--- config.mk ---
export PLATFORM = sky130hd
export DESIGN_NAME = irqlcb_rem_unit
export DESIGN_NICKNAME = d
export VERILOG_FILES = /design/src/sv/irqlcb_pkg.sv /design/src/sv/irqlcb_rem_unit.sv
export SDC_FILE = /design/constraint.sdc
export NUM_CORES = 1
export LEC_CHECK = 0
export BUFFER_PORTS_ARGS = -buffer_cell sky130_fd_sc_hd__buf_2
export CAP_MARGIN = 20
export CORE_AREA = 2 2 110 154
export DETAILED_ROUTE_END_ITERATION = 6
export DIE_AREA = 0 0 112 156
export PLACE_DENSITY = 0.68
export SETUP_SLACK_MARGIN = 0.05
export SYNTH_ARGS = -nofsm -noshare
export SYNTH_HDL_FRONTEND = slang
export SYNTH_SLANG_ARGS = --single-unit
--- constraint.sdc ---
create_clock -name clk -period 19.5 [get_ports clk]
set_input_delay 0.975 -clock clk [delete_from_list [all_inputs] [get_ports clk]]
set_output_delay 0.975 -clock clk [all_outputs]
set_load 0.02 [all_outputs]
--- src/sv/irqlcb_pkg.sv ---
// ----------------------------------------------------------------------------
// irqlcb_pkg
// Shared types and constants for the least-count IRQ balancer.
// ----------------------------------------------------------------------------
package irqlcb_pkg;

    localparam int MAX_CORES_DEF  = 16;
    localparam int IRQ_LINES_DEF  = 16;

    localparam int CountW         = 64;
    localparam int PeriodW        = 16;
    localparam int RemBitsPerStep = 4;
    localparam int ApbAddrW       = 4;
    localparam int ApbDataW       = 32;

    localparam logic [CountW-1:0]  COUNT_ALL_ONES = 64'hFFFF_FFFF_FFFF_FFFF;
    localparam logic [CountW-1:0]  COUNT_CLEAR_AT = 64'hFFFF_FFFF_FFFF_FFFE;
    localparam logic [4:0]         ACTIVE_RESET   = 5'd1;
    localparam logic [PeriodW-1:0] PERIOD_RESET   = 16'd10;

    typedef enum logic [1:0] {
        REG_SYM_IO  = 2'd0,
        REG_BAL_EN  = 2'd1,
        REG_ACTIVE  = 2'd2,
        REG_PERIOD  = 2'd3
    } reg_idx_t;

    typedef struct packed {
        logic [3:0] core_id;
        logic [3:0] irq_line;
        logic       balance_eligible;
    } in_beat_t;

    typedef struct packed {
        logic       eoi_to_local_apic;
        logic       route_valid;
        logic [3:0] route_core;
        logic       counts_cleared;
    } out_beat_t;

    typedef struct packed {
        logic               sym_io;
        logic               bal_en;
        logic [4:0]         active_cores;
        logic [PeriodW-1:0] period;
    } cfg_t;

    typedef struct packed {
        logic               start;
        logic [CountW-1:0]  dividend;
        logic [PeriodW-1:0] divisor;
    } rem_req_t;

    typedef struct packed {
        logic busy;
        logic done;
        logic zero;
    } rem_rsp_t;

    typedef enum logic [2:0] {
        ST_WIPE_ALL,
        ST_IDLE,
        ST_INC,
        ST_DIV,
        ST_SCAN,
        ST_WIPE_LINE,
        ST_DONE
    } seq_state_t;

endpackage

--- src/sv/irqlcb_rem_unit.sv ---
// ----------------------------------------------------------------------------
// irqlcb_rem_unit
// Iterative restoring remainder of a 64-bit count by the 16-bit period,
// four quotient bits per cycle.
// ----------------------------------------------------------------------------
module irqlcb_rem_unit (
    input  logic                  clk,
    input  logic                  rst_n,
    input  irqlcb_pkg::rem_req_t  req,
    output irqlcb_pkg::rem_rsp_t  rsp
);
    import irqlcb_pkg::*;

    localparam int Steps    = CountW / RemBitsPerStep;
    localparam int StepCntW = $clog2(Steps);

    logic [CountW-1:0]   shift_reg, shift_next;
    logic [PeriodW-1:0]  rem_reg, rem_next;
    logic [PeriodW-1:0]  div_reg, div_next;
    logic [StepCntW-1:0] cnt_reg, cnt_next;
    logic                busy_reg, busy_next;
    logic                done_reg, done_next;
    logic [PeriodW-1:0]  step_rem;

    always_comb
    begin
        logic [PeriodW:0]   trial;
        logic [PeriodW-1:0] r;
        r     = rem_reg;
        trial = '0;
        for (int i = 0; i < RemBitsPerStep; i++)
        begin
            trial = {r, shift_reg[CountW-1-i]};
            if (trial >= {1'b0, div_reg})
            begin
                trial = trial - {1'b0, div_reg};
            end
            r = trial[PeriodW-1:0];
        end
        step_rem = r;
    end

    always_comb
    begin
        busy_next  = busy_reg;
        done_next  = 1'b0;
        shift_next = shift_reg;
        rem_next   = rem_reg;
        div_next   = div_reg;
        cnt_next   = cnt_reg;
        if (req.start && !busy_reg)
        begin
            busy_next  = 1'b1;
            shift_next = req.dividend;
            rem_next   = '0;
            div_next   = (req.divisor == '0) ? PeriodW'(1) : req.divisor;
            cnt_next   = '0;
        end
        else if (busy_reg)
        begin
            shift_next = shift_reg << RemBitsPerStep;
            rem_next   = step_rem;
            cnt_next   = cnt_reg + 1'b1;
            if (cnt_reg == StepCntW'(Steps - 1))
            begin
                busy_next = 1'b0;
                done_next = 1'b1;
            end
        end
    end

    always_ff @(posedge clk or negedge rst_n)
    begin
        if (!rst_n)
        begin
            busy_reg <= 1'b0;
            done_reg <= 1'b0;
            cnt_reg  <= '0;
        end
        else
        begin
            busy_reg <= busy_next;
            done_reg <= done_next;
            cnt_reg  <= cnt_next;
        end
    end

    always_ff @(posedge clk)
    begin
        shift_reg <= shift_next;
        rem_reg   <= rem_next;
        div_reg   <= div_next;
    end

    assign rsp.busy = busy_reg;
    assign rsp.done = done_reg;
    assign rsp.zero = (rem_reg == '0);

endmodule

==> flow_summary.yaml, run 1 <==
sta:
  fmax_ghz: 0.0922
  layout_min_cycle_time_ns: 10.85
  rsz_0062_raised_after_global_routing: "no"
  hold-worst-slack_ns: 0.422
  tns_ns: 0
  drv_slew: 0
  timing.final.crit_share_pct: 55.6
  timing_worst_slew_pin_value_ns: 0.951
  setup_viol: 0
  hold_viol: 0
  slew-limit-headroom_pct: 36.6
  fin_worst_skew_ns: 0.0127
place:
  gp_routability_congestion: 1.01
  dp_hpwl_microns: 17000
  portBuffers: 85
  placedInstanceArea_sq_um: 8420
die:
  num_rows: 55
  core-area_sq_um: 16100
  die_y_microns: 156
  ioPinCount: 86
  die_area_sq_um: 17500
  die_width_microns: 112
  starting_density_pct: 48.9
clock_tree:
  clk_pin_slew_worst_paths_ns: 0.08
  clock_tree_from_tritoncts: "built"
  cts.sink_count: 102
  cts_inserted_buffers: 9
  postCtsSetupBuffers: 0
  cts_hold_repair.buffers: 0
  clock_insertion_delay_worst_skew_ns: 0.36
  clk_path_buf_depth: 2
  ctsHtreeMaxLevel: 3
  cts.root.buffer_cell: "sky130_fd_sc_hd__clkbuf_16"
  post_cts.resized_instances: 0
global_routing:
  gr-usage-all-layers_pct: 24.7
  global_route.overflow_total: 0
  grt_antenna_before_repair: 0
  grt_pass1_wl_microns: 33400
  grt_start_max_net_pins: 81
  vias_in_the_first_global_route: 6347
critical_path:
  timing.critical_path.arrival_ns: 11.10
  critical_path_capture_point_type: "flip-flop"
  start_kind: "flip-flop"
  critPathMaxStageDelay_ns: 0.58
  critPathSlowestCell: "sky130_fd_sc_hd__a31oi_4"
  worstPathRequired_ns: 19.75
  critical_path_fanouts_max: 23
  cp_common_cell: "sky130_fd_sc_hd__a21oi_1"
  path_class: "reg2reg"
drt:
  drt_iter0_markers: 421
  post_drt_via_cell_ratio: 6.00
  routed-via-count: 6222
  antenna_violating_nets_post_route: 0
  wire_per_inst_microns: 20.8
  routed_wl_microns: 21500
  detailedRoute.firstPassIterationCount: 6
  drc_errors: 0
synthesis:
  synthFlopType: "sky130_fd_sc_hd__edfxtp_1"
  synth_edf_count: 80
  synthesis.area_sq_um: 7880
  ys_types: 74
  sequential_to_total_area_share_from_yosys_stat_pct: 36.5
  synth_fp_nets: 923
  netlist_instances: 771
  yosys_register_bits: 102
  synth-async-reset-ratio_pct: 5.88
  syn_avg_cell_area_sq_um: 10.2
  yosys_warnings: 0
cells_and_area:
  final_nets: 985
  post-route-cell-area_sq_um: 8730
  largest_register_ff_count: 64
  final_layout_size_suffix_gt1_share_pct: 23.7
  num_antenna_cells: 0
  syn_to_final_growth_pct: 10.8
job:
  drv_cap: 0
min_path:
  min-delay-path-class: "in2async"
run_status:
  run_status: "completed"
## cell usage after synthesis (all sizes together) (4+ instances only)
master	instances	area, sq um
o31ai	9	67.6
a221oi	4	35.0
xnor2	34	298
fa	4	80.1
nor4	8	56.3
nor3b	5	42.5
a21o	22	165
and2	8	50.1
nand3	15	75.1
nand4	7	43.8
o22ai	5	31.3
a21oi	47	243
nor2	47	176
nand2	44	168
o21ai	28	140
o21a	15	114
a22o	5	43.8
nor2b	9	56.3
inv	47	176
dfrtp	6	150
ha	65	813
buf	7	46.3
and4	4	35.0
edfxtp	80	2400
mux2i	19	190
nand2b	8	50.1
o211ai	6	45.0
mux2	76	871
xor2	16	159
a31oi	11	114
dfxtp	16	320
clkbuf	30	113
nor3	17	85.1
## through the flow
stage	cells	util [%]	setup WS, ns
after global placement	1021	52.3	8.89
after detailed placement	1021	52.3	8.76
after CTS	1037	54.2	8.72
after floorplan	771	-	9.89
final	1037	54.2	8.65
after global routing	1037	54.2	7.94
## critical path, delay by kind of cell (launching register included)
kind                       cells  cell delay [ns]
AOI/OAI and AO/OA             23             6.03
adders and majority gates      4             1.35
buffers and inverters          2             0.38
DFF                            1             0.46
xor gates and xnor gates       1             0.30
muxes                          2             0.76
and+or+nand+nor                7             1.46
## path summary, 6_finish.rpt
check,slack (ns),to,startpoint,cells after the start
worst max-delay path,8.65,rem_reg[8],div_reg[1],39
min in group clk,0.53,cnt_reg[3],cnt_reg[3],2
worst min register to register,0.53,cnt_reg[3],cnt_reg[3],2
worst min-delay path,0.42,cnt_reg[1],rst_n,1
worst max register to register,8.65,rem_reg[8],div_reg[1],39
max in group asynchronous,18.94,cnt_reg[0],rst_n,1
## layout by cell type (no fill, tap or decap), drive strengths merged, types with 6 or more instances in the layout
cell type | netlist | routed
dfrtp | 6 | 6
dfxtp | 16 | 16
clkbuf | 30 | 9
a31oi | 11 | 11
o21a | 15 | 15
nand2 | 44 | 44
ha | 65 | 65
nand3 | 15 | 15
and2 | 8 | 8
xor2 | 16 | 16
a21o | 22 | 22
nor2 | 47 | 47
a21oi | 47 | 47
nand4 | 7 | 7
mux2 | 76 | 76
o211ai | 6 | 6
nor3 | 17 | 17
o31ai | 9 | 9
o21ai | 28 | 28
nor4 | 8 | 8
nand2b | 8 | 8
xnor2 | 34 | 34
inv | 47 | 52
edfxtp | 80 | 80
buf | 7 | 88
nor2b | 9 | 9
mux2i | 19 | 19
## layer usage
| metal | global-route usage (%) | vias to the layer above | routed length, microns | part of all wire [%] |
|---|---|---|---|---|
| li1 | - | 2988 | - | - |
| met3 | 4.90 | 76 | 1230 | 5.7 |
| met2 | 44.6 | 242 | 10900 | 51 |
| met4 | 15.0 | 0 | 1380 | 6.4 |
| met1 | 26.4 | 2916 | 7970 | 37 |
| met5 | 0 | - | 0 | 0 |
## cell type report
| type | instances | area (sq um) |
|---|---|---|
| fillers | 1485 | 7380 |
| multi-input cells | 584 | 4670 |
| repair buffers | 88 | 448 |
| clock buffers | 9 | 225 |
| flip-flops and latches | 102 | 2870 |
| inverters | 48 | 180 |
| clock inverters | 7 | 81.3 |
| well taps | 199 | 249 |
## cells by family after synthesis
logic type	Yosys count	share of synthesized area (%)
adders and majority gates	69	11.3
buffers and inverters	85	4.31
xor gates and xnor gates	50	5.80
and+or+nand+nor	180	11.4
DFF	102	36.5
muxes	95	13.5
AOI/OAI and AO/OA	190	17.2
Power of run 1 is left out: the tool's default activity adds up to more than one toggle a clock period on the data nets, which glitch-free logic cannot reach.
==> run 2, diff against run 1 <==
--- a/config.mk
+++ b/config.mk
@@ -10,7 +10,7 @@
 export CORE_AREA = 2 2 110 154
 export DETAILED_ROUTE_END_ITERATION = 6
 export DIE_AREA = 0 0 112 156
-export PLACE_DENSITY = 0.68
+export PLACE_DENSITY = 0.71
 export SETUP_SLACK_MARGIN = 0.05
 export SYNTH_ARGS = -nofsm -noshare
 export SYNTH_HDL_FRONTEND = slang
==> constraint.sdc (replaced) <==
create_clock -name clk -period 9.2 [get_ports clk]
set_input_delay 0.46 -clock clk [delete_from_list [all_inputs] [get_ports clk]]
set_output_delay 0.46 -clock clk [all_outputs]
set_load 0.02 [all_outputs]
==> run 2 against run 1 <==
Compared with the run above:
- wire length is 14% higher
- hold slack worse by 0.12 ns
- highest routed layer unchanged
- largest cell class unchanged
- setup slack worse by 8.4 ns
- fmax increased by 21%
- critical path type unchanged
- global-route usage up 1.9 points
- first-iteration DRC count increased by 13%
==> flow_summary.yaml, run 2 (synthesis gave the netlist of run 1 again) <==
place:
  gp_routability_congestion: 1.01
  preCtsSetupSlack_ns: -0.318
  portBuffers: 85
  dp_hpwl_microns: 18700
drt:
  routed_wl_microns: 24500
  antenna_violating_nets_post_route: 0
  post_drt_via_cell_ratio: 5.82
  routed-via-count: 7182
  drc_errors: 0
  wire_per_inst_microns: 19.8
  detailedRoute.firstPassIterationCount: 5
  drt_iter0_markers: 476
critical_path:
  critPathMaxStageDelay_ns: 0.47
  start_kind: "flip-flop"
  critical_path_fanouts_max: 7
  timing.critical_path.arrival_ns: 9.20
  worstPathRequired_ns: 9.42
  path_class: "reg2reg"
  critical_path_capture_point_type: "flip-flop"
  critPathSlowestCell: "sky130_fd_sc_hd__edfxtp_1"
die:
  ioPinCount: 86
  num_rows: 55
  core-area_sq_um: 16100
  starting_density_pct: 48.9
  die_width_microns: 112
  die_y_microns: 156
  die_area_sq_um: 17500
global_routing:
  groute.layer.met3.usage_pct: 4.04
  vias_in_the_first_global_route: 7363
  grt_antenna_before_repair: 0
  grt_start_max_net_pins: 81
  grt.met2_usage_pct: 49.6
  gr-usage-all-layers_pct: 26.6
  global_route.overflow_total: 0
  globalRoute.busiestLayer: "met2"
  groute.layer.met1.usage_pct: 29.6
  grt_pass1_wl_microns: 36600
sta:
  timing.final.crit_share_pct: 97.5
  timing_worst_slew_pin_value_ns: 1.02
  drv_slew: 0
  postLayoutSetupSlackWorst_ns: 0.229
  fmax_ghz: 0.111
  slew-limit-headroom_pct: 32.1
  hold-worst-slack_ns: 0.298
  hold_viol: 0
  layout_min_cycle_time_ns: 8.97
  setup_viol: 0
  tns_ns: 0
  fin_worst_skew_ns: 0.00731
cells_and_area:
  finalCoreUtilization_pct: 67.1
  layout_commonest_cell: "sky130_fd_sc_hd__buf_4"
  largest_register_ff_count: 64
  final_layout_size_suffix_gt1_share_pct: 46.2
  final_nets: 1182
  layout_common_cells: "sky130_fd_sc_hd__buf_4, sky130_fd_sc_hd__buf_2, sky130_fd_sc_hd__edfxtp_1"
  num_antenna_cells: 0
  n_fill_cell: 1254
  syn_to_final_growth_pct: 37.1
clock_tree:
  ctsHtreeMaxLevel: 3
  cts.sink_count: 102
  cts.root.buffer_cell: "sky130_fd_sc_hd__clkbuf_16"
  clk_path_buf_depth: 2
  cts_inserted_buffers: 9
  clock_insertion_delay_worst_skew_ns: 0.35
  clk_pin_slew_worst_paths_ns: 0.07
  clock_tree_from_tritoncts: "built"
run_status:
  run_status: "completed"
min_path:
  min-delay-path-class: "in2reg"
job:
  drv_cap: 0
run 2: changes by cell type in the layout (fill, tap and decap cells not counted), moves of 6 or more:
cell,change
sky130_fd_sc_hd__buf_4,+187
sky130_fd_sc_hd__ha_1,-14
sky130_fd_sc_hd__ha_4,+12
sky130_fd_sc_hd__a21oi_1,-11
sky130_fd_sc_hd__a21oi_2,+7
sky130_fd_sc_hd__buf_6,+7
sky130_fd_sc_hd__inv_1,-6
sky130_fd_sc_hd__inv_2,+6
sky130_fd_sc_hd__nor3_1,-6
run 2: critical path: cells and delay by family, from the launching register on:
| family | cells | cell delay [ns] |
|---|---|---|
| flops | 1 | 0.47 |
| buf+inv | 5 | 0.70 |
| mux | 2 | 0.66 |
| compound gates | 22 | 4.58 |
| simple gates | 10 | 1.35 |
| fa+ha+maj | 4 | 1.01 |
run 2: final cells by class:
class | instances | area (sq um) | share of cell area, %
clock buffer | 9 | 225 | 2.09
clock inverter | 7 | 66.3 | 0.614
inverter | 48 | 180 | 1.67
multi-input combinational | 584 | 5230 | 48.4
sequential | 102 | 2870 | 26.6
tap | 199 | 249 | 2.31
timing repair buffer | 285 | 1980 | 18.3
run 2: timing repair:
action	in CTS	in global routing
setup buffers	6	22
hold buffers	1	0
setup endpoints to repair	16	16
hold endpoints to repair	6	0
pin swaps	11	53
resized for setup	12	103
run 2: final timing paths:
check                                 from         end  slack (ns)  depth (start not counted)
worst max-delay path            div_reg[0]  rem_reg[3]        0.23                         43
worst min-delay path                req[1]  div_reg[1]        0.30                          1
worst max register to register  div_reg[0]  rem_reg[3]        0.23                         43
worst min register to register  cnt_reg[0]  cnt_reg[0]        0.52                          1
max in group asynchronous            rst_n  cnt_reg[1]        8.59                          2
min in group asynchronous            rst_n    busy_reg        0.47                          2
run 2: through the flow:
step                cell area [sq um]  std cells
floorplan                        7910        771
global placement                 9720       1189
detailed placement               9720       1189
CTS                             10100       1212
global route                    10800       1234
finish                          10800       1234
run 2: routing by layer:
metal  part of all wire (%)  up-vias
met5                      0        -
met4                    5.5        0
met3                    5.3       78
met2                     51      291
met1                     38     3427
li1                       -     3386
Power of run 2 is left out for the same reason.
==> run 3, diff against run 2 <==
--- a/config.mk
+++ b/config.mk
@@ -10,6 +10,7 @@
 export CORE_AREA = 2 2 110 154
 export DETAILED_ROUTE_END_ITERATION = 6
 export DIE_AREA = 0 0 112 156
+export GPL_TIMING_DRIVEN = 0
 export PLACE_DENSITY = 0.71
 export SETUP_SLACK_MARGIN = 0.05
 export SYNTH_ARGS = -nofsm -noshare
==> run 3 against run 2 <==
Compared with the run above:
- the flow now finishes with violations (setup timing)
- setup slack got worse by 0.48 ns
- clock-buffer cell count unchanged
- global-route usage shrank 1.6 points
- critical path depth fell by 3
- via count decreased by 4.4%
==> flow_summary.yaml, run 3 (synthesis gave the netlist of run 1 again) <==
cells_and_area:
  layout_common_cells: "sky130_fd_sc_hd__buf_2, sky130_fd_sc_hd__edfxtp_1, sky130_fd_sc_hd__mux2_2"
  num_antenna_cells: 0
  final_layout_size_suffix_gt1_share_pct: 41.2
  largest_register_ff_count: 64
  syn_to_final_growth_pct: 31.8
  post-route-cell-area_sq_um: 10400
  layout.cells.non_filler: 1137
  layout_commonest_cell: "sky130_fd_sc_hd__buf_2"
  n_fill_cell: 1275
  final_nets: 1085
clock_tree:
  cts.root.buffer_cell: "sky130_fd_sc_hd__clkbuf_16"
  clock_tree_from_tritoncts: "built"
  cts.sink_count: 102
  ctsHtreeMaxLevel: 3
  clock_insertion_delay_worst_skew_ns: 0.35
  clk_pin_slew_worst_paths_ns: 0.07
  cts_inserted_buffers: 9
  clk_path_buf_depth: 2
global_routing:
  gr-usage-all-layers_pct: 25.1
  global_route.overflow_total: 0
  grt_start_max_net_pins: 41
  grt_antenna_before_repair: 0
  grt_pass1_wl_microns: 34200
  globalRoute.busiestLayer: "met2"
  grt.met2_usage_pct: 47.3
  vias_in_the_first_global_route: 6809
  groute.layer.met1.usage_pct: 25.4
  groute.layer.met3.usage_pct: 4.47
drt:
  detailedRoute.firstPassIterationCount: 5
  drc_errors: 0
  drt_iter0_markers: 332
  antenna_violating_nets_post_route: 0
  routed_wl_microns: 23800
  routed-via-count: 6868
  wire_per_inst_microns: 21.0
  post_drt_via_cell_ratio: 6.04
place:
  placedInstanceArea_sq_um: 8640
  gp_routability_congestion: 0.966
  dp_hpwl_microns: 16700
  portBuffers: 85
  dpl.cell_count: 1058
sta:
  hold-worst-slack_ns: 0.381
  slew-limit-headroom_pct: 16.0
  postLayoutSetupSlackWorst_ns: -0.249
  fin_worst_skew_ns: 0.00624
  layout_min_cycle_time_ns: 9.45
  drv_slew: 0
  timing.final.crit_share_pct: 103
  hold_viol: 0
  fmax_ghz: 0.106
  rsz_0062_raised_after_global_routing: "yes"
  setup_viol: 16
  timing_worst_slew_pin_value_ns: 1.25
die:
  die_y_microns: 156
  die_width_microns: 112
  core-area_sq_um: 16100
  die_area_sq_um: 17500
  starting_density_pct: 48.9
  ioPinCount: 86
  num_rows: 55
critical_path:
  critPathSlowestCell: "sky130_fd_sc_hd__dfxtp_1"
  critical_path_fanouts_max: 7
  rr_worst_depth: 40
  path_class: "reg2reg"
  critical_path_capture_point_type: "flip-flop"
  timing.critical_path.arrival_ns: 9.65
  start_kind: "flip-flop"
  critPathMaxStageDelay_ns: 0.56
  worstPathRequired_ns: 9.40
min_path:
  worst_hold_path.num_cells: 2
  min-delay-path-class: "in2reg"
run_status:
  failed_checks: "setup timing"
  run_status: "finished with violations"
job:
  drv_cap: 0
-- run 3: cell types whose count changed in the layout (fill, tap and decap cells not counted), moves of 5 or more --
| cell | previous run | this run |
|---|---|---|
| sky130_fd_sc_hd__clkbuf_1 | 0 | 25 |
| sky130_fd_sc_hd__ha_1 | 51 | 35 |
| sky130_fd_sc_hd__buf_8 | 0 | 5 |
| sky130_fd_sc_hd__buf_4 | 190 | 58 |
| sky130_fd_sc_hd__inv_2 | 7 | 13 |
| sky130_fd_sc_hd__ha_4 | 12 | 26 |
| sky130_fd_sc_hd__inv_1 | 40 | 31 |
-- run 3: through the flow --
stage          setup slack [ns]  util (%)  TNS, ns
2_1_floorplan            0.0535         -        0
3_3_place_gp              -2.01      53.3   -31.17
3_5_place_dp              -2.03      53.7   -32.18
4_1_cts                  0.0514      59.6        0
5_1_grt                  -0.496      64.5    -7.38
6_report                 -0.249      64.5    -3.29
-- run 3: final timing paths --
path | startpoint | endpoint | slack, ns
min reg2reg | cnt_reg[3] | cnt_reg[3] | 0.53
max | rem_reg[4] | rem_reg[1] | -0.25
min | req[6] | div_reg[6] | 0.38
min in group asynchronous | rst_n | cnt_reg[2] | 0.47
max in group asynchronous | rst_n | cnt_reg[0] | 8.59
max reg2reg | rem_reg[4] | rem_reg[1] | -0.25
-- run 3: worst max-delay path: cells and delay by family (launching register included) --
kind	cells	cell delay (ns)
multiplexers	3	0.78
adder cells (fa/ha/maj)	4	1.23
AND/OR/NAND/NOR	12	2.09
buffers and inverters	6	0.95
AO/OA/AOI/OAI	15	3.68
flip-flops	1	0.56
-- run 3: cell type report --
type	count	area, sq um	share of cell area, %
multi-input combinational	585	5530	53.3
sequential	102	2880	27.7
timing repair buffer	152	1040	9.99
tap	199	249	2.40
clock buffer	9	225	2.17
buffer	35	204	1.97
inverter	48	188	1.81
clock inverter	7	71.3	0.687
-- run 3: timing repair --
item | CTS | global route
setup endpoints to repair | 16 | 16
endpoints found under the hold margin | 6 | 0
pin swaps | 35 | 57
cloned | 2 | 2
gates resized for setup | 85 | 96
setup buffers | 28 | 32
hold buffers | 1 | 0
-- run 3: metal layers --
| metal | wire length (microns) | up-vias |
|---|---|---|
| li1 | - | 3209 |
| met4 | 1610 | 0 |
| met2 | 12400 | 279 |
| met3 | 1450 | 94 |
| met1 | 8360 | 3286 |
| met5 | 0 | - |
Power of run 3 is left out for the same reason.
