`src/sv/irqlcb_pkg.sv`:
```
// ----------------------------------------------------------------------------
// irqlcb_pkg
// Shared types and constants for the least-count IRQ balancer.
// ----------------------------------------------------------------------------
package irqlcb_pkg;

    localparam int MAX_CORES_DEF  = 16;
    localparam int IRQ_LINES_DEF  = 16;

    localparam int CountW         = 64;
    localparam int PeriodW        = 16;
    localparam int RemBitsPerStep = 4;
    localparam int ApbAddrW       = 4;
    localparam int ApbDataW       = 32;

    localparam logic [CountW-1:0]  COUNT_ALL_ONES = 64'hFFFF_FFFF_FFFF_FFFF;
    localparam logic [CountW-1:0]  COUNT_CLEAR_AT = 64'hFFFF_FFFF_FFFF_FFFE;
    localparam logic [4:0]         ACTIVE_RESET   = 5'd1;
    localparam logic [PeriodW-1:0] PERIOD_RESET   = 16'd10;

    typedef enum logic [1:0] {
        REG_SYM_IO  = 2'd0,
        REG_BAL_EN  = 2'd1,
        REG_ACTIVE  = 2'd2,
        REG_PERIOD  = 2'd3
    } reg_idx_t;

    typedef struct packed {
        logic [3:0] core_id;
        logic [3:0] irq_line;
        logic       balance_eligible;
    } in_beat_t;

    typedef struct packed {
        logic       eoi_to_local_apic;
        logic       route_valid;
        logic [3:0] route_core;
        logic       counts_cleared;
    } out_beat_t;

    typedef struct packed {
        logic               sym_io;
        logic               bal_en;
        logic [4:0]         active_cores;
        logic [PeriodW-1:0] period;
    } cfg_t;

    typedef struct packed {
        logic               start;
        logic [CountW-1:0]  dividend;
        logic [PeriodW-1:0] divisor;
    } rem_req_t;

    typedef struct packed {
        logic busy;
        logic done;
        logic zero;
    } rem_rsp_t;

    typedef enum logic [2:0] {
        ST_WIPE_ALL,
        ST_IDLE,
        ST_INC,
        ST_DIV,
        ST_SCAN,
        ST_WIPE_LINE,
        ST_DONE
    } seq_state_t;

endpackage

```
`src/sv/irqlcb_seq.sv`:
```
// ----------------------------------------------------------------------------
// irqlcb_seq
// Sequencer: reset wipe, count update, period check, least-count scan and line wipe.
// ----------------------------------------------------------------------------
module irqlcb_seq #(
    parameter  int MAX_CORES = irqlcb_pkg::MAX_CORES_DEF,
    parameter  int IRQ_LINES = irqlcb_pkg::IRQ_LINES_DEF,
    localparam int CoreW     = (MAX_CORES > 1) ? $clog2(MAX_CORES) : 1,
    localparam int LineW     = (IRQ_LINES > 1) ? $clog2(IRQ_LINES) : 1,
    localparam int AddrW     = CoreW + LineW
) (
    input  logic                   clk,
    input  logic                   rst_n,
    input  irqlcb_pkg::cfg_t       cfg,
    input  logic                   in_valid,
    output logic                   in_ready,
    input  irqlcb_pkg::in_beat_t   in_data,
    output logic                   out_valid,
    input  logic                   out_ready,
    output irqlcb_pkg::out_beat_t  out_data,
    output logic                   mem_we,
    output logic [AddrW-1:0]       mem_waddr,
    output logic [63:0]            mem_wdata,
    output logic [AddrW-1:0]       mem_raddr,
    input  logic [63:0]            mem_rdata,
    output irqlcb_pkg::rem_req_t   rem_req,
    input  irqlcb_pkg::rem_rsp_t   rem_rsp
);
    import irqlcb_pkg::*;

    localparam int NumW = $clog2(MAX_CORES + 1);

    seq_state_t        state_reg, state_next;
    in_beat_t          beat_reg, beat_next;
    logic [NumW-1:0]   n_reg, n_next;
    logic [NumW-1:0]   issue_reg, issue_next;
    logic              pend_reg, pend_next;
    logic [CoreW-1:0]  pend_idx_reg, pend_idx_next;
    logic [CountW-1:0] min_reg, min_next;
    logic [CoreW-1:0]  best_reg, best_next;
    logic              clr_reg, clr_next;
    logic              route_valid_reg, route_valid_next;
    logic [AddrW-1:0]  wipe_reg, wipe_next;
    logic              out_valid_reg, out_valid_next;
    out_beat_t         out_reg, out_next;

    logic              accept;
    logic              in_range;
    logic [NumW-1:0]   n_calc;
    logic [CountW-1:0] cnt_inc;
    logic              check_period;
    logic              scan_lt;
    logic              scan_hi;
    logic              scan_last;
    logic              scan_clr;
    logic              out_free;
    logic [LineW-1:0]  line_idx;
    logic [CoreW-1:0]  core_idx;

    assign accept       = in_valid && in_ready;
    assign in_range     = (int'(in_data.core_id) < MAX_CORES)
                       && (int'(in_data.irq_line) < IRQ_LINES);
    assign line_idx     = LineW'(beat_reg.irq_line);
    assign core_idx     = CoreW'(beat_reg.core_id);
    assign cnt_inc      = mem_rdata + 64'd1;
    assign check_period = cfg.bal_en && beat_reg.balance_eligible && (cnt_inc != '0);
    assign scan_lt      = mem_rdata < min_reg;
    assign scan_hi      = mem_rdata >= COUNT_CLEAR_AT;
    assign scan_last    = pend_reg && (issue_reg == n_reg);
    assign scan_clr     = clr_reg || (pend_reg && !scan_lt && scan_hi);
    assign out_free     = !out_valid_reg || out_ready;

    always_comb
    begin
        int ac;
        ac = int'(cfg.active_cores);
        if (ac == 0)
        begin
            n_calc = NumW'(1);
        end
        else if (ac > MAX_CORES)
        begin
            n_calc = NumW'(MAX_CORES);
        end
        else
        begin
            n_calc = NumW'(ac);
        end
    end

    // next state
    always_comb
    begin
        state_next = state_reg;
        unique case (state_reg)
            ST_WIPE_ALL:
            begin
                if (wipe_reg == '1)
                begin
                    state_next = ST_IDLE;
                end
            end
            ST_IDLE:
            begin
                if (in_valid)
                begin
                    state_next = in_range ? ST_INC : ST_DONE;
                end
            end
            ST_INC:
            begin
                state_next = check_period ? ST_DIV : ST_DONE;
            end
            ST_DIV:
            begin
                if (rem_rsp.done)
                begin
                    state_next = rem_rsp.zero ? ST_SCAN : ST_DONE;
                end
            end
            ST_SCAN:
            begin
                if (scan_last)
                begin
                    state_next = scan_clr ? ST_WIPE_LINE : ST_DONE;
                end
            end
            ST_WIPE_LINE:
            begin
                if (issue_reg == n_reg - 1'b1)
                begin
                    state_next = ST_DONE;
                end
            end
            ST_DONE:
            begin
                if (out_free)
                begin
                    state_next = ST_IDLE;
                end
            end
            default:
            begin
                state_next = ST_IDLE;
            end
        endcase
    end

    // outputs
    always_comb
    begin
        in_ready         = 1'b0;
        mem_we           = 1'b0;
        mem_waddr        = {core_idx, line_idx};
        mem_wdata        = '0;
        mem_raddr        = {core_idx, line_idx};
        rem_req.start    = 1'b0;
        rem_req.dividend = cnt_inc;
        rem_req.divisor  = cfg.period;
        unique case (state_reg)
            ST_WIPE_ALL:
            begin
                mem_we    = 1'b1;
                mem_waddr = wipe_reg;
            end
            ST_IDLE:
            begin
                in_ready  = 1'b1;
                mem_raddr = {CoreW'(in_data.core_id), LineW'(in_data.irq_line)};
            end
            ST_INC:
            begin
                mem_we        = 1'b1;
                mem_wdata     = cnt_inc;
                rem_req.start = check_period;
            end
            ST_SCAN:
            begin
                mem_raddr = {issue_reg[CoreW-1:0], line_idx};
            end
            ST_WIPE_LINE:
            begin
                mem_we    = 1'b1;
                mem_waddr = {issue_reg[CoreW-1:0], line_idx};
            end
            ST_DIV, ST_DONE:
            begin
            end
            default:
            begin
            end
        endcase
    end

    // datapath
    always_comb
    begin
        beat_next        = beat_reg;
        n_next           = n_reg;
        issue_next       = issue_reg;
        pend_next        = pend_reg;
        pend_idx_next    = pend_idx_reg;
        min_next         = min_reg;
        best_next        = best_reg;
        clr_next         = clr_reg;
        route_valid_next = route_valid_reg;
        wipe_next        = wipe_reg;
        out_next         = out_reg;
        out_valid_next   = out_valid_reg;

        if (out_ready)
        begin
            out_valid_next = 1'b0;
        end

        unique case (state_reg)
            ST_WIPE_ALL:
            begin
                wipe_next = wipe_reg + 1'b1;
            end
            ST_IDLE:
            begin
                if (accept)
                begin
                    beat_next        = in_data;
                    n_next           = n_calc;
                    issue_next       = '0;
                    pend_next        = 1'b0;
                    min_next         = COUNT_ALL_ONES;
                    best_next        = '0;
                    clr_next         = 1'b0;
                    route_valid_next = 1'b0;
                end
            end
            ST_DIV:
            begin
                if (rem_rsp.done && rem_rsp.zero)
                begin
                    route_valid_next = 1'b1;
                end
            end
            ST_SCAN:
            begin
                if (issue_reg < n_reg)
                begin
                    issue_next    = issue_reg + 1'b1;
                    pend_next     = 1'b1;
                    pend_idx_next = issue_reg[CoreW-1:0];
                end
                else
                begin
                    pend_next = 1'b0;
                end
                if (pend_reg)
                begin
                    if (scan_lt)
                    begin
                        min_next  = mem_rdata;
                        best_next = pend_idx_reg;
                    end
                    else if (scan_hi)
                    begin
                        clr_next = 1'b1;
                    end
                end
                if (scan_last)
                begin
                    issue_next = '0;
                end
            end
            ST_WIPE_LINE:
            begin
                issue_next = issue_reg + 1'b1;
            end
            ST_DONE:
            begin
                if (out_free)
                begin
                    out_valid_next             = 1'b1;
                    out_next.eoi_to_local_apic = cfg.sym_io;
                    out_next.route_valid       = route_valid_reg;
                    out_next.route_core        = route_valid_reg ? 4'(best_reg) : 4'd0;
                    out_next.counts_cleared    = route_valid_reg && clr_reg;
                end
            end
            ST_INC:
            begin
            end
            default:
            begin
            end
        endcase
    end

    always_ff @(posedge clk or negedge rst_n)
    begin
        if (!rst_n)
        begin
            state_reg       <= ST_WIPE_ALL;
            wipe_reg        <= '0;
            issue_reg       <= '0;
            pend_reg        <= 1'b0;
            clr_reg         <= 1'b0;
            route_valid_reg <= 1'b0;
            out_valid_reg   <= 1'b0;
        end
        else
        begin
            state_reg       <= state_next;
            wipe_reg        <= wipe_next;
            issue_reg       <= issue_next;
            pend_reg        <= pend_next;
            clr_reg         <= clr_next;
            route_valid_reg <= route_valid_next;
            out_valid_reg   <= out_valid_next;
        end
    end

    always_ff @(posedge clk)
    begin
        beat_reg     <= beat_next;
        n_reg        <= n_next;
        pend_idx_reg <= pend_idx_next;
        min_reg      <= min_next;
        best_reg     <= best_next;
        out_reg      <= out_next;
    end

    assign out_valid = out_valid_reg;
    assign out_data  = out_reg;

    a_accept_moves_on: assert property (@(posedge clk) disable iff (!rst_n)
        accept |=> (state_reg == ST_INC || state_reg == ST_DONE))
        else $error("accepted beat did not start processing");

    a_scan_no_write: assert property (@(posedge clk) disable iff (!rst_n)
        state_reg == ST_SCAN |-> !mem_we)
        else $error("count store written during scan");

    a_rem_start_free: assert property (@(posedge clk) disable iff (!rst_n)
        rem_req.start |-> (state_reg == ST_INC && !rem_rsp.busy))
        else $error("remainder unit started while busy");

    a_wipe_needs_route: assert property (@(posedge clk) disable iff (!rst_n)
        state_reg == ST_WIPE_LINE |-> (clr_reg && route_valid_reg))
        else $error("line wipe without a clearing scan");

    a_no_route_fields: assert property (@(posedge clk) disable iff (!rst_n)
        (out_valid && !out_data.route_valid)
            |-> (out_data.route_core == 4'd0 && !out_data.counts_cleared))
        else $error("route fields set without a route");

endmodule

```
`config.mk`:
```
export PLATFORM = sky130hd
export DESIGN_NAME = irqlcb_seq
export DESIGN_NICKNAME = d
export VERILOG_FILES = /design/src/sv/irqlcb_pkg.sv /design/src/sv/irqlcb_seq.sv
export SDC_FILE = /design/constraint.sdc
export NUM_CORES = 1
export LEC_CHECK = 0
export ABC_AREA = 1
export BUFFER_PORTS_ARGS = -buffer_cell sky130_fd_sc_hd__buf_2
export CAP_MARGIN = 25
export CORE_ASPECT_RATIO = 1.75
export CORE_MARGIN = 2
export CORE_UTILIZATION = 41
export CTS_CLUSTER_SIZE = 20
export DETAILED_ROUTE_END_ITERATION = 12
export PLACE_DENSITY = 0.63
export SLEW_MARGIN = 20
export SYNTH_ARGS = -nofsm -noshare
export SYNTH_HDL_FRONTEND = slang
export SYNTH_SLANG_ARGS = --single-unit
```
`constraint.sdc`:
```
create_clock -name clk -period 8.45 [get_ports clk]
set_input_delay 1.69 -clock clk [delete_from_list [all_inputs] [get_ports clk]]
set_output_delay 1.69 -clock clk [all_outputs]
set_load 0.05 [all_outputs]
```
==> metrics, run 1 <==
status finished, final reports clean; Max clock buf depth 2; Total Routing Usage GR 27.7%; CP arrival 4.57 ns; Post CTS Setup Buffer Count 0; max-slew violations 0; Die Wd 120 µm; Simple-Gate Fraction of Synth Area 34.8%; DR vias 9840; top cells by area in the synthesized netlist edfxtp_1, nand2_1, ha_1; Data required, critical path 6.76 ns; die area 24700 µm²; number of flip-flops under the largest register name 64; Syn Nets 1558; DR DRC count 0; Register Area 3290 µm²; root buffer cell clkbuf_16; Setup CP Type in2out; post-CTS sizing 0; Synth cell types 40; CP max FO 7; Row Count 74; Hold Path Class reg2reg; Pwr Total 0.00301 W; share of cells above drive strength 1 21.2%; FMAX 160 MHz; Cell Pwr Density 257 nW/µm²; Hold Violations, Final 0; Async SR Flop Fraction 17.7%; Core Region 23100 µm²; grt total ovfl 0; Initial Util 41.5%; DR pass1 iterations 5; Crit-path slowest cell ha_1; final setup TNS 0 ns; EDFF count, synth 93; Clock Sinks 113; # setup viols final 0; Synth Area in Adders 9.89%; Syn Inst Count 1379; post-synthesis sequential area ratio 34.3%; top-count cell post-synth nand2_1; largest family of logic cells by synthesized area simple AND/OR/NAND/NOR gates; Max Cap Viol 0; Reg clk slew, reported paths 0.05 ns; Worst slew margin 37.1%; Multi-input gate area 5270 µm²; Port-buffer cells 240; Die Y 207 µm; Setup crit end kind output port; TritonCTS clock tree yes; aggregate routed wire length 34000 µm; Tcrit/Tclk final 74.1%; Cell Chain, Critical Path buf_2 -> ha_1 -> inv_2 -> nor2_4 -> nand2_4 -> nor2_4 -> nand2_4 -> nor2_4 -> nand3_1 -> nand2_1 -> nand2_1 -> nor2_1 -> nand2_1 -> nor2_1 -> nand3_1 -> nand3_1 -> inv_1 -> buf_2; worst skew pair latency 0.44 ns; Slew @ Worst Pin 0.940 ns; htree depth 4; top_reg_cell synth edfxtp_1; mapped cell area 9610 µm²; vias in the first global route 9583; compound-gate portion of the synthesized area 7.00%; I/O pin count 274; XOR/XNOR Fraction of Synth Area 2.90%; Static Leak 5.92 nW; Post-CTS Hold Fix Bufs 0; initial DRC count 473; synth cell count leaders nand2_1, inv_1, nor2_1, edfxtp_1, ha_1; CP max stage delay 0.37 ns; n_diodes 0; RSZ-0062 raised after global routing no; CTS Buf Count 17; drt via density 5.10; Fillers 2425; Nets 1791; placed wire-length estimate 28100 µm; Synth area leader edfxtp_1; mux cell area share after synthesis 0%; Routed Antenna Nets 0; first-pass GRT wire length 51100 µm; routed len/inst 17.6 µm; minimum clock period 6.26 ns; Worst Setup Start Kind input port; warnings from Yosys 0; largest net degree at the start of global routing 60; Final GP Congestion 1.00; Area growth, synth to finish 21.9%; Post-Syn Area per Cell 6.97 µm²; Peak VDD IR 0.000250 V; Yosys reg bits 113; Final Skew 0.0124 ns; Synth top area share 29.1%; initial antenna violation count 1
[logic make-up (layout without fill, tap and decap cells)]
logic type | count (synthesis) | count (layout)
adders and majority gates | 76 | 76
DFF | 113 | 113
AOI/OAI and AO/OA | 121 | 121
buffers and inverters | 269 | 515
and+or+nand+nor | 769 | 769
xor gates and xnor gates | 31 | 31
[path summary, 6_finish.rpt]
kind | start | endpoint | slack [ns] | depth (start not counted)
setup / recovery | mem_rdata[1] | rem_req[80] | 2.19 | 18
min in group asynchronous | rst_n | issue_reg[4] | 1.22 | 1
max in group asynchronous | rst_n | wipe_reg[7] | 6.89 | 1
setup reg to reg | min_reg[63] | min_reg[36] | 5.34 | 12
hold reg to reg | wipe_reg[4] | wipe_reg[4] | 0.50 | 1
hold / removal | wipe_reg[4] | wipe_reg[4] | 0.50 | 1
[final cells by class]
type | instances | share of cell area [%]
clock buffer | 20 | 3.73
multi-input combinational | 997 | 44.9
inverter | 237 | 7.59
tap | 304 | 3.25
timing repair buffer | 246 | 10.8
clock inverter | 12 | 1.61
sequential | 113 | 28.1
[routing by layer]
layer / part of all wire [%] / wire length (µm) / vias up / track usage, %
li1: - / - / 4852 / -
met1: 34 / 11500 / 4534 / 26.5
met4: 7.2 / 2450 / 0 / 19.1
met5: 0 / 0 / - / 0
met3: 5.4 / 1850 / 103 / 5.14
met2: 54 / 18200 / 351 / 52.7
[cells in the final DEF, fill, tap and decap left out, types with 2 or more instances in the layout]
master     count
a21o_1         2
a21oi_1       64
a31oi_1        2
buf_2        240
buf_4          5
bufinv_16      5
clkbuf_1       3
clkbuf_16     17
clkinv_1       3
clkinv_2       3
dfrtp_1       20
edfxtp_1      93
ha_1          76
inv_1        231
inv_2          5
nand2_1      375
nand2_2       16
nand2_4        3
nand3_1       47
nand4_1       36
nor2_1       222
nor2_2        14
nor2_4        17
nor3_1        18
nor3_2         2
nor3b_1        2
nor4_1         4
o211ai_1       8
o21ai_0       32
o21ai_2        2
o221ai_1       4
or2_2         10
xor2_1        29
[worst max-delay path, delay by kind of cell]
kind,cells,cell delay (ns)
buf+inv,4,0.51
fa+ha+maj,1,0.37
simple gates,13,2.00
[report_power, final]
part | internal, W | switching [W] | total [W] | leakage, nW
sequential | 0.000803 | 0.0000655 | 0.000869 | 1.03
clock | 0.000519 | 0.000265 | 0.000784 | 0.303
combinational | 0.000331 | 0.00103 | 0.00136 | 4.58
total | 0.00165 | 0.00136 | 0.00301 | 5.92
[stage by stage]
stage / hold slack (ns) / cell area [µm²] / std cells / setup WS (ns) / util (%)
final: 0.499 / 11700 / 1929 / 2.19 / 50.6
after global routing: 0.519 / 11700 / 1929 / 2.03 / 50.6
after global placement: 0.484 / 11100 / 1896 / 2.26 / 47.8
after floorplan: 0.463 / 9610 / 1379 / 1.48 / -
after CTS: 0.502 / 11700 / 1928 / 2.24 / 50.5
after detailed placement: 0.488 / 11100 / 1896 / 2.25 / 47.8
Power figures use the tool's default switching activity.
==> inputs of run 2 (changes only) <==
--- a/config.mk
+++ b/config.mk
@@ -5,7 +5,7 @@
 export SDC_FILE = /design/constraint.sdc
 export NUM_CORES = 1
 export LEC_CHECK = 0
-export ABC_AREA = 1
+export ABC_AREA = 0
 export BUFFER_PORTS_ARGS = -buffer_cell sky130_fd_sc_hd__buf_2
 export CAP_MARGIN = 25
 export CORE_ASPECT_RATIO = 1.75
==> constraint.sdc (replaced) <==
create_clock -name clk -period 6.51 [get_ports clk]
set_input_delay 1.302 -clock clk [delete_from_list [all_inputs] [get_ports clk]]
set_output_delay 1.302 -clock clk [all_outputs]
set_load 0.05 [all_outputs]
==> metrics, run 2 <==
Max Cap Viol 0 (unchanged); warnings from Yosys 0 (unchanged); worst skew pair latency 0.44 ns (about the same); Net Sw Frac 28.2% (-17 points); max-slew violations 0 (unchanged); Pwr Total 0.00210 W (-30%); Tcrit/Tclk final 94.4%; commonest non-fill, non-tap cell in the layout buf_2; Final Skew 0.0118 ns (-0.000661 ns); placed wire-length estimate 25800 µm (-8.1%); Hold Violations, Final 0 (unchanged); top_reg_cell synth edfxtp_1; most used cell along the critical path nand4_1; Clock Power Share 45.3% (+19 points); design area 11700 µm² (-0.13%); top-count cell post-synth inv_1; DR pass1 iterations 5 (unchanged); die area 24900 µm² (+0.61%); Syn Inst Count 1103 (-20%); hold slack final 0.504 ns (+0.00473 ns); fin util 50.4% (-0.27 points); Cell Chain, Critical Path buf_2 -> ha_1 -> and4_1 -> nand4_1 -> nor4_1 -> xnor2_1 -> nand4_1 -> nor4_1 -> nand4_1 -> o41ai_2 -> nor2_1 -> buf_2; routed len/inst 20.0 µm (+13%); Synth cell types 73 (+83%); RSZ-0062 raised after global routing no; aggregate routed wire length 32800 µm (-3.5%); EDFF count, synth 93 (unchanged); Clock Sinks 113 (unchanged); Worst slew margin 36.8% (-0.30 points); CP max FO 11 (+4); Seq pwr share 38.0% (+9.1 points); net load switching power 0.000592 W (-56%); Worst Hold Path Cells 1 (unchanged); Nets 1499 (-16%); Syn Nets 1282 (-18%); Post-Syn Area per Cell 8.77 µm² (+26%); Die Y 207 µm (+0.31%); mapped cell area 9670 µm² (+0.62%); first-pass GRT wire length 50100 µm (-2.0%); final setup TNS 0 ns (unchanged); vias in the first global route 9119 (-4.8%); initial DRC count 490 (+3.6%); Worst Setup Start Kind input port; Cell Pwr Density 179 nW/µm² (-30%); Total Routing Usage GR 26.4% (-1.2 points); largest net degree at the start of global routing 80 (+33%); Synth area leader edfxtp_1; Worst Reg-to-Reg Cells 11 (-1); drt via density 5.71 (+12%); status finished, final reports clean; Synth top area share 28.9% (-0.18 points); Port-buffer cells 240 (unchanged); Hold Path Class reg2reg; post-synthesis sequential area ratio 34.0% (-0.21 points); htree depth 4 (unchanged); minimum clock period 6.15 ns; Routed Antenna Nets 0 (unchanged); top cells by area in the synthesized netlist edfxtp_1, ha_1, dfrtp_1; Die Wd 120 µm (+0.30%); CP arrival 4.84 ns (+0.27 ns); Post-CTS Hold Fix Bufs 0 (unchanged); share of cells above drive strength 1 25.4% (+4.1 points); Setup crit end kind output port; Yosys reg bits 113 (unchanged); Static Leak 5.44 nW (-8.0%); Data required, critical path 5.21 ns (-1.55 ns); Slew @ Worst Pin 0.948 ns (+0.00794 ns); TritonCTS clock tree yes; Initial Util 41.6% (+0.093 points); Power Internal 0.00151 W (-8.8%); I/O pin count 274 (unchanged); Async SR Flop Fraction 17.7% (unchanged); Final GP Congestion 0.936 (-6.9%); # setup viols final 0 (unchanged); post-CTS sizing 0 (unchanged); DP Area 11100 µm² (+0.37%); Reg clk slew, reported paths 0.05 ns (about the same); Max clock buf depth 2 (unchanged); root buffer cell clkbuf_16; Crit-path slowest cell o41ai_2; Row Count 74 (unchanged); CP max stage delay 0.49 ns (+0.12 ns); DR DRC count 0 (unchanged); Core Region 23200 µm² (+0.40%); Post CTS Setup Buffer Count 0 (unchanged); Area growth, synth to finish 21.0%; number of flip-flops under the largest register name 64 (unchanged); synth cell count leaders inv_1, edfxtp_1, nor2_1, ha_1, or3_1; Comb pwr share 16.7% (-28 points); DR vias 9368 (-4.8%); FMAX 163 MHz; Setup CP Type in2out; initial antenna violation count 5 (+4); grt total ovfl 0 (unchanged); CTS Buf Count 17 (unchanged); Peak VDD IR 0.000151 V (-40%); most frequent cells in the layout buf_2, inv_1, edfxtp_1
==> run 2: cell types whose count changed after synthesis, moves of 33 or more <==
| cell | before | now |
|---|---|---|
| nor2_1 | 222 | 87 |
| nor2b_1 | 0 | 35 |
| xnor2_1 | 1 | 44 |
| a21oi_1 | 65 | 32 |
| nand2_1 | 375 | 58 |
| inv_1 | 232 | 118 |
| or3_1 | 0 | 65 |
==> run 2: worst paths after layout <==
check / from / to / slack, ns
worst max-delay path: mem_rdata[0] / rem_req[80] / 0.36
worst min-delay path: wipe_reg[6] / wipe_reg[6] / 0.50
worst max register to register: min_reg[5] / min_reg[29] / 2.40
worst min register to register: wipe_reg[6] / wipe_reg[6] / 0.50
max in group asynchronous: rst_n / state_reg[0] / 5.31
min in group asynchronous: rst_n / out_valid / 0.82
==> run 2: cell families (layout without fill, tap and decap cells) <==
group                      count (synthesis)  after routing  synth area share (%)
and+or+nand+nor                          486            486                  28.7
buffers and inverters                    190            420                  8.51
AOI/OAI and AO/OA                        145            145                  10.1
DFF                                      113            113                  34.0
xor gates and xnor gates                  79             79                  7.23
adders and majority gates                 76             76                  9.83
muxes                                     14             14                  1.59
other                                      0              4                     0
==> run 2: area by class of cell <==
class                   instances  area [µm²]
clock inverters                12         140
multi-input cells             800        5570
repair buffers                269        1420
diodes                          4        10.0
inverters                     119         447
fillers                      2251       11500
flip-flops and latches        113        3290
well taps                     304         380
clock buffers                  20         447
==> run 2: stage by stage <==
stage | instances | setup WS, ns
2_1_floorplan | 1103 | 0.156
3_3_place_gp | 1605 | 0.423
3_5_place_dp | 1605 | 0.442
4_1_cts | 1637 | 0.432
5_1_grt | 1641 | 0.164
6_report | 1641 | 0.364
==> run 2: critical path: cells and delay by family <==
| family | cells | cell delay (ns) |
|---|---|---|
| compound gates | 1 | 0.49 |
| xor+xnor | 1 | 0.22 |
| fa+ha+maj | 1 | 0.37 |
| buf+inv | 2 | 0.46 |
| simple gates | 7 | 2.00 |
==> run 2: power groups by stage <==
stage | clock [W] | sequential [W] | combinational, W
4_1_cts | 0.000956 | 0.000797 | 0.000350
3_5_place_dp | 0 | 0.000811 | 0.000349
3_3_place_gp | 0 | 0.000811 | 0.000343
2_1_floorplan | 0 | 0.000811 | 0.000248
6_report | 0.000950 | 0.000797 | 0.000351
5_1_grt | 0.000984 | 0.000797 | 0.000379
==> run 2: metal layers <==
layer | global-route usage [%] | vias to the layer above | wire [µm]
li1 | - | 4391 | -
met2 | 47.8 | 416 | 17200
met1 | 26.6 | 4425 | 11400
met4 | 17.8 | 2 | 2210
met5 | 0 | - | 13
met3 | 5.45 | 134 | 2020
==> inputs of run 3 (changes only) <==
--- a/config.mk
+++ b/config.mk
@@ -14,6 +14,7 @@
 export CTS_CLUSTER_SIZE = 20
 export DETAILED_ROUTE_END_ITERATION = 12
 export PLACE_DENSITY = 0.63
+export RECOVER_POWER = 100
 export SLEW_MARGIN = 20
 export SYNTH_ARGS = -nofsm -noshare
 export SYNTH_HDL_FRONTEND = slang
==> metrics, run 3 (synthesized netlist as in run 2, its figures left out) <==
status finished, violations left; failing checks max-capacitance violations, max-slew violations; DR pass1 iterations 5 (unchanged); largest net degree at the start of global routing 80 (unchanged); Setup WS post-layout 0.284 ns (-0.0807 ns); Reg clk slew, reported paths 0.05 ns (about the same); initial DRC count 546 (+11%); total length of routed met2 wires 17200 µm (+0.13%); Die Y 207 µm (unchanged); Worst Reg-to-Reg Cells 8 (-3); Met1 Wirelength 11500 µm (+0.66%); FMAX 161 MHz (-1.3%); Clock Sinks 113 (unchanged); end point of the critical path rem_req[80]; reg-to-reg critical path endpoint min_reg[29]; pre-CTS WS 0.442 ns (unchanged); Final GP Congestion 0.936 (unchanged); post-CTS sizing 0 (unchanged); Worst slew margin -58.6% (-95 points); minimum clock period 6.23 ns (+0.0807 ns); Die Wd 120 µm (unchanged); aggregate routed wire length 33000 µm (+0.44%); Tcrit/Tclk final 95.6% (+1.2 points); Max clock buf depth 2 (unchanged); Cell Pwr Density 182 nW/µm² (+1.6%); Setup CP Type in2out; routed len/inst 20.1 µm (+0.44%); Final Skew 0.0103 ns (-0.00144 ns); most frequent cells in the layout clkbuf_1, inv_1, edfxtp_1; vias in the first global route 9119 (unchanged); die area 24900 µm² (unchanged); drt via density 5.70 (-0.12%); I/O pin count 274 (unchanged); Hold Path Class reg2reg; top layer reached by signal wires met5; Slew @ Worst Pin 2.38 ns (+1.43 ns); WL met3 2130 µm (+5.1%); Fillers 2361 (+4.9%); Peak VDD IR 0.000151 V (+0.29%); Total Routing Usage GR 26.4% (unchanged); TritonCTS clock tree yes; commonest non-fill, non-tap cell in the layout clkbuf_1; CP max FO 11 (unchanged); grt total ovfl 0 (unchanged); Setup crit end kind output port; htree depth 4 (unchanged); Data required, critical path 5.21 ns (about the same); Initial Util 41.6% (unchanged); DR DRC count 0 (unchanged); Hold Violations, Final 0 (unchanged); Area growth, synth to finish 18.7%; Nets 1499 (unchanged); placed wire-length estimate 25800 µm (unchanged); RSZ-0062 raised after global routing no; DR vias 9357 (-0.12%); Port-buffer cells 240 (unchanged); crit path from mem_rdata[1]; CTS Buf Count 17 (unchanged); Static Leak 4.88 nW (-10%); first-pass GRT wire length 50100 µm (unchanged); initial antenna violation count 5 (unchanged); CP arrival 4.92 ns (+0.08 ns); reg-to-reg slack, setup 1.36 ns (-1.04 ns); Max Cap Viol 3 (+3); Routed Antenna Nets 0 (unchanged); share of cells above drive strength 1 13.4% (-12 points); worst skew pair latency 0.44 ns (about the same); Row Count 74 (unchanged); final setup TNS 0 ns (unchanged); number of flip-flops under the largest register name 64 (unchanged); Core Region 23200 µm² (unchanged); Post CTS Setup Buffer Count 0 (unchanged); FF-to-FF Start state_reg[1]; Post-CTS Hold Fix Bufs 0 (unchanged); Worst Setup Start Kind input port; root buffer cell clkbuf_16; max-slew violations 173 (+173); hold slack final 0.503 ns (-0.000134 ns); # setup viols final 0 (unchanged)
[run 3: per-stage QoR]
stage / total power, W / instances / instance area (µm²) / util [%]
finish: 0.00209 / 1641 / 11500 / 49.4
global route: 0.00215 / 1641 / 11500 / 49.4
CTS: 0.00210 / 1637 / 11700 / 50.3
detailed placement: 0.00116 / 1605 / 11100 / 47.8
global placement: 0.00115 / 1605 / 11100 / 47.8
floorplan: 0.00106 / 1103 / 9670 / -
[run 3: final cells by class]
cell class	count	area, µm²	share of cell area, %
multi-input cells	800	5560	48.4
flip-flops and latches	113	3290	28.7
repair buffers	269	1200	10.5
clock buffers	20	447	3.89
inverters	119	447	3.89
well taps	304	380	3.31
clock inverters	12	140	1.22
diodes	4	10.0	0.0872
[run 3: worst min-delay path by stage]
stage,from,to,slack [ns],cells after the start
after floorplan,issue_reg[2],pend_idx_reg[2],0.45,0
after global routing,wipe_reg[6],wipe_reg[6],0.53,1
final,wipe_reg[6],wipe_reg[6],0.50,1
after detailed placement,wipe_reg[6],wipe_reg[6],0.48,1
after CTS,wipe_reg[6],wipe_reg[6],0.50,1
after global placement,wipe_reg[6],wipe_reg[6],0.49,1
[run 3: worst max-delay path, stage by stage]
cell and delay, ns:
buf_2 0.09, clkbuf_1 0.46, nand4_1 0.19, or4_1 0.55, nor4_1 0.36, xnor2_1 0.31
nand4_1 0.18, nor4_1 0.44, nand4_1 0.17, o41ai_2 0.49, nor2_1 0.08, clkbuf_2 0.28
[run 3: routing by layer]
metal	up-vias	GRT usage (%)
met5	-	0
met1	4391	26.6
met4	2	17.8
met2	441	47.8
li1	4393	-
met3	130	5.45
[run 3: power breakdown]
part	leakage [nW]	internal, W	total, W	switching [W]
clock	0.281	0.000604	0.000948	0.000344
sequential	1.11	0.000795	0.000797	0.00000222
combinational	3.49	0.000101	0.000345	0.000244
